### src/pprmw_ram.sv
// Generic single-clock RAM with one write port and one registered read port.
// No dependencies.
module pprmw_ram #(
    parameter int WIDTH = 8,
    parameter int DEPTH = 16
) (
    input  logic                                      clk,
    input  logic                                      we,
    input  logic [((DEPTH > 1) ? $clog2(DEPTH) : 1)-1:0] waddr,
    input  logic [WIDTH-1:0]                          wdata,
    input  logic                                      re,
    input  logic [((DEPTH > 1) ? $clog2(DEPTH) : 1)-1:0] raddr,
    output logic [WIDTH-1:0]                          rdata
);

    logic [WIDTH-1:0] mem [DEPTH];
    logic [WIDTH-1:0] rdata_reg;

    always_ff @(posedge clk)
    begin
        if (we)
        begin
            mem[waddr] <= wdata;
        end
        if (re)
        begin
            rdata_reg <= mem[raddr];
        end
    end

    assign rdata = rdata_reg;

endmodule

### config.mk
export PLATFORM = sky130hd
export DESIGN_NAME = pprmw_ram
export DESIGN_NICKNAME = d
export VERILOG_FILES = /design/src/pprmw_ram.sv
export SDC_FILE = /design/constraint.sdc
export NUM_CORES = 1
export LEC_CHECK = 0
export BUFFER_PORTS_ARGS = -buffer_cell sky130_fd_sc_hd__buf_4
export CAP_MARGIN = 20
export CORE_ASPECT_RATIO = 1.25
export CORE_UTILIZATION = 65
export CTS_CLUSTER_DIAMETER = 150
export CTS_CLUSTER_SIZE = 28
export DETAILED_ROUTE_END_ITERATION = 6
export PLACE_DENSITY = 0.95
export SETUP_SLACK_MARGIN = 0.5
export SYNTH_ARGS = -nofsm -noshare
export SYNTH_HDL_FRONTEND = slang
export SYNTH_SLANG_ARGS = --single-unit
### constraint.sdc
create_clock -name clk -period 4.9 [get_ports clk]
set_clock_uncertainty 0.05 [all_clocks]
set_input_delay 0.49 -clock clk [delete_from_list [all_inputs] [get_ports clk]]
set_output_delay 0.49 -clock clk [all_outputs]
set_load 0.03 [all_outputs]
==> impl_metrics.yaml, run 1 <==
status:
  status: "complete, no violations"
sta:
  final.min_clock_period_ns: 1.78
  finalHoldViolations: 0
  rsz0062_at_grt: "false"
  holdWs_ns: 0.199
  tightest_slew_ns: 0.946
  slew_violations: 0
  finalSetupViolations: 0
  fin_crit_sh_pct: 36.4
  worst_slack_ns: 3.12
  fmax_ghz: 0.561
  slew_headroom_pct: 36.7
  finalSetupTns_ns: 0
pwr:
  switching_share_pct: 20.1
  p_seq_share_pct: 50.8
  irDropWorstVdd_mv: 0.444
  power.switching_uw: 523
  power_leakage_nw: 2.01
  total_power_mw: 2.60
  intPower_mw: 2.08
  p_clk_share_pct: 44.2
  comb_power_share_pct: 5.0
  power.density_nw_per_um2: 432
routing:
  drtIter0Drc: 353
  num_vias: 2560
  first_pass_iters: 7
  wl_mm: 10.2
  wire_per_inst_um: 27.2
  vias_per_cell: 6.83
  antenna_left: 0
  drc: 0
worst_setup_path:
  startpoint_type: "input port"
  crit_required_ns: 5.12
  path_class: "in -> reg"
  cp_slowest_cell: "mux4_1"
  path_cells: "buf_4 > mux4_1 > a22oi_1 > nand2_1"
  critPathCaptureType: "flip-flop"
  critPathArrivalTime_ns: 2.00
  crit_fanout: 32
  max_stage_delay_ns: 0.66
floorplanning:
  rows: 36
  die_h_um: 102
  start_util_pct: 67.1
  die_area_um2: 8410
  ios: 27
  die_w_um: 82.2
  coreArea_um2: 7790
clocking:
  hold_buffers: 0
  cts_root_buffer: "clkbuf_8"
  cts_tree: "done"
  cts_buffers: 17
  cts.htree.levels: 4
  cts_sinks: 136
  clock_path_buffers: 2
  clkLatencyLatePin_ns: 0.52
  post_cts_resized: 0
  post_cts_buffers: 0
  path_clk_slew_ns: 0.06
global_routing:
  grt_max_degree: 33
  grt_pass1_vias: 2595
  antenna_found_initial: 0
  grt.total_usage_pct: 28.1
  grt_pass1_wl_mm: 15.1
  grt-ovfl-total: 0
final_layout:
  antenna_cells: 0
  nFillCells: 368
  nets: 286
  final_util_pct: 77.2
  drive_gt1_share_pct: 26.4
  syn_to_final_growth_pct: 15.1
  largest_reg_flops: 128
synth:
  synth_area_um2: 5230
  synthesis.nets: 248
  synthDistinctLibCells: 18
  yosys_warnings: 0
  syn_avg_cell_area_um2: 22.8
  netlist_instances: 229
  yosys_register_bits: 136
  synth_seq_area_share_pct: 78.1
placement:
  dpl.hpwl_mm: 5.82
  port_buffers: 26
  gp_congestion: 0.776
  post-place-ws_ns: 2.42
hold_path:
  hp-class: "in -> reg"
job:
  max-cap-violations: 0
==> Yosys cell counts <==
| library cell | number | area, um2 |
|---|---|---|
| nor2_1 | 13 | 48.8 |
| a22oi_1 | 16 | 120 |
| nand2b_1 | 2 | 12.5 |
| buf_2 | 3 | 15.0 |
| nand3_1 | 1 | 5.00 |
| nand3b_1 | 2 | 15.0 |
| buf_6 | 3 | 33.8 |
| mux4_1 | 14 | 368 |
| and2_1 | 1 | 6.26 |
| buf_4 | 1 | 7.51 |
| nor2b_1 | 1 | 6.26 |
| or3b_2 | 1 | 8.76 |
| clkdlybuf4s25_2 | 3 | 30.0 |
| mux4_2 | 18 | 405 |
| and2b_1 | 1 | 7.51 |
| edfxtp_1 | 136 | 4080 |
| nor3_1 | 4 | 20.0 |
| nand2_1 | 9 | 33.8 |
==> cells in the final DEF (no fill, tap or decap), types with 2 or more instances in the layout <==
master and count:
nand3b_1 2, clkbuf_1 3, clkinv_2 5, buf_4 28, nor2_1 13, nand2b_1 2, edfxtp_1 136, nand2_1 9
bufinv_16 2, mux4_1 14, mux4_2 18, clkbuf_16 16, nor3_1 3, clkinv_1 4, a22oi_1 16
==> critical path: cells and delay by family <==
family	cells	cell delay (ns)
simple gates	1	0.10
mux	1	0.66
buf+inv	1	0.47
compound gates	1	0.27
==> path summary, 6_finish.rpt <==
check | startpoint | end | slack (ns) | cells past startpoint
hold reg to reg | mem[13][4] | rdata[4] | 0.70 | 3
setup / recovery | raddr[0] | rdata[0] | 3.12 | 4
hold / removal | re | rdata[7] | 0.20 | 1
setup reg to reg | mem[1][0] | rdata[0] | 3.28 | 3
==> layer usage <==
layer | wire [um] | GRT usage [%]
met1 | 3690 | 36.9
met3 | 868 | 9.02
met2 | 5360 | 44.1
met5 | 0 | 0
met4 | 276 | 11.3
==> power groups by stage <==
| stage | sequential, mW | combinational (mW) | clock [mW] |
|---|---|---|---|
| after global placement | 1.34 | 0.123 | 0 |
| after CTS | 1.32 | 0.130 | 1.16 |
| after detailed placement | 1.34 | 0.129 | 0 |
| after floorplan | 1.35 | 0.0661 | 0 |
| after global routing | 1.32 | 0.140 | 1.21 |
| final | 1.32 | 0.130 | 1.15 |
==> layout make-up <==
class / count / area [um2] / share of cell area, %
timing repair buffer: 29 / 218 / 3.62
multi-input combinational: 83 / 1060 / 17.7
clock inverter: 12 / 109 / 1.81
clock buffer: 20 / 425 / 7.07
sequential: 136 / 4080 / 67.9
tap: 95 / 119 / 1.98
==> through the flow <==
step	instance area [um2]	instances
detailed placement	5480	342
global route	6020	375
floorplan	5230	229
global placement	5480	342
CTS	6010	374
finish	6020	375
==> cell families (layout without fill, tap and decap cells) <==
family,after synthesis,after routing,share of synthesized area (%)
simple gates,35,35,3.14
buf+inv,10,61,1.65
mux,32,32,14.8
compound gates,16,16,2.30
flops,136,136,78.1
(Power assumes the default switching activity.)
==> run 2, diff against run 1 <==
- CORE_UTILIZATION: 65 -> 60
- PLACE_DENSITY: 0.95 -> 0.9
- clock period: 4.9 -> 1.8 ns (I/O delays scaled with it)
==> run 2 against run 1 <==
  * Worst setup slack got worse by 2.9 ns
  * Total power increased to 2.9 times the previous value
  * Clock power increased to 3.0 times the previous value
  * Sequential power increased to 2.7 times the previous value
  * Count of clock-buffer cells in the layout decreased by 1
  * Cell count increased by 8.3%
  * Global-route usage decreased by 0.87 points
  * Critical endpoint is now rdata[3]
  * Largest cell class unchanged
==> impl_metrics.yaml, run 2 (synthesis gave the netlist of run 1 again) <==
sta:
  finalHoldViolations: 0
  finalSetupTns_ns: 0
  slew_violations: 0
  worst_slack_ns: 0.186
  holdWs_ns: 0.147
  slew_headroom_pct: 57.1
  fin_crit_sh_pct: 89.7
  rsz0062_at_grt: "true"
  fmax_ghz: 0.620
  finalSetupViolations: 0
  final.min_clock_period_ns: 1.61
  tightest_slew_ns: 0.643
global_routing:
  grt-ovfl-total: 0
  grt_pass1_vias: 2739
  grt_pass1_wl_mm: 16.6
  grt_max_degree: 17
  grt.total_usage_pct: 27.2
  antenna_found_initial: 0
final_layout:
  nFillCells: 433
  nets: 315
  syn_to_final_growth_pct: 21.9
  final_common_cell: "edfxtp_1"
  final_util_pct: 76.5
  largest_reg_flops: 128
  final_area_um2: 6370
  antenna_cells: 0
  drive_gt1_share_pct: 36.9
  final_cells: 406
  seq_area_um2: 4080
  multi_input_area_um2: 1050
  final_cell_mix: "edfxtp_1, buf_4, mux4_2, clkbuf_16, a22oi_1"
clocking:
  cts_root_buffer: "clkbuf_8"
  cts_sinks: 136
  cts_tree: "done"
  clkLatencyLatePin_ns: 0.53
  clock_path_buffers: 2
  post_cts_buffers: 0
  cts.htree.levels: 4
  path_clk_slew_ns: 0.06
  cts_buffers: 17
routing:
  wire_per_inst_um: 26.4
  dr_wl_met2_mm: 5.46
  m1WireLength_mm: 3.94
  drc: 0
  num_vias: 2665
  wl_met3_mm: 1.00
  wl_mm: 10.7
  top_layer_used: "met4"
  first_pass_iters: 5
  vias_per_cell: 6.56
  antenna_left: 0
  drtIter0Drc: 349
hold_path:
  hold_depth: 3
  holdCritStartpoint: "waddr[1]"
  hold_end: "mem[0][7]"
  hp-class: "in -> reg"
floorplanning:
  coreArea_um2: 8330
  die_w_um: 85.5
  start_util_pct: 62.7
  die_h_um: 106
  die_area_um2: 9090
  rows: 37
  ios: 27
pwr:
  power.switching_mw: 1.45
  total_power_mw: 7.43
  comb_power_share_pct: 5.9
  switching_share_pct: 19.5
  p_seq_share_pct: 48.4
  power_leakage_nw: 2.16
  intPower_mw: 5.98
  irDropWorstVdd_mv: 0.868
  p_clk_share_pct: 45.7
  power.density_nw_per_um2: 1170
status:
  status: "complete, no violations"
worst_setup_path:
  r2r-end: "rdata[3]"
  startpoint_type: "flip-flop"
  crit_fanout: 1
  path_class: "reg -> reg"
  reg2reg_depth: 4
  crit_required_ns: 2.02
  r2r_start: "mem[3][3]"
  critPathCaptureType: "flip-flop"
  rrSetupSlack_ns: 0.19
  critPathArrivalTime_ns: 1.83
placement:
  gp_congestion: 0.808
  port_buffers: 26
  dpl.hpwl_mm: 6.60
  placed_cell_area_um2: 5670
  placed_cells: 365
  post-place-ws_ns: 0.00116
job:
  max-cap-violations: 0
run 2: cell types whose count changed in the layout (fill, tap and decap cells not counted), moves of 4 or more:
cell and change:
buf_4 +9, buf_12 +4, mux4_1 -13, mux4_2 +13, dlygate4sd3_1 +9, buf_6 +8
run 2: worst max-delay path by stage:
stage                          end  cells past startpoint      start
final                     rdata[3]                      4  mem[3][3]
after global routing      rdata[3]                      4  mem[3][3]
after detailed placement  rdata[1]                      5   raddr[0]
after global placement    rdata[1]                      5   raddr[0]
after floorplan           rdata[1]                      5   raddr[0]
after CTS                 rdata[3]                      4  mem[3][3]
run 2: area by class of cell:
type / instances / area share [%]
Sequential cell: 136 / 64.1
Clock buffer: 19 / 6.62
Clock inverter: 13 / 2.49
Tap cell: 97 / 1.90
Timing Repair Buffer: 58 / 8.44
Multi-Input combinational cell: 83 / 16.5
run 2: power by group through the flow:
| stage | sequential (mW) | combinational (mW) | clock, mW |
|---|---|---|---|
| floorplan | 3.68 | 0.200 | 0 |
| global placement | 3.65 | 0.390 | 0 |
| detailed placement | 3.65 | 0.407 | 0 |
| CTS | 3.59 | 0.441 | 3.44 |
| global route | 3.60 | 0.464 | 3.56 |
| finish | 3.59 | 0.437 | 3.40 |
run 2: critical path, stage by stage, from the launching register on:
cell	delay, ns
edfxtp_1	0.40
mux4_2	0.52
a22oi_2	0.21
buf_4	0.14
nand2_1	0.04
run 2: repair_timing:
action,CTS,global route
hold buffers,9,0
gates cloned,0,0
hold endpoints to repair,136,0
gates resized for setup,9,0
setup endpoints to repair,16,16
run 2: metal layers:
metal  track usage [%]  vias to the layer above
met5                 0                        -
met4              13.3                        0
met3              7.38                       33
met2              40.9                      194
met1              37.7                     1336
li1                  -                     1102
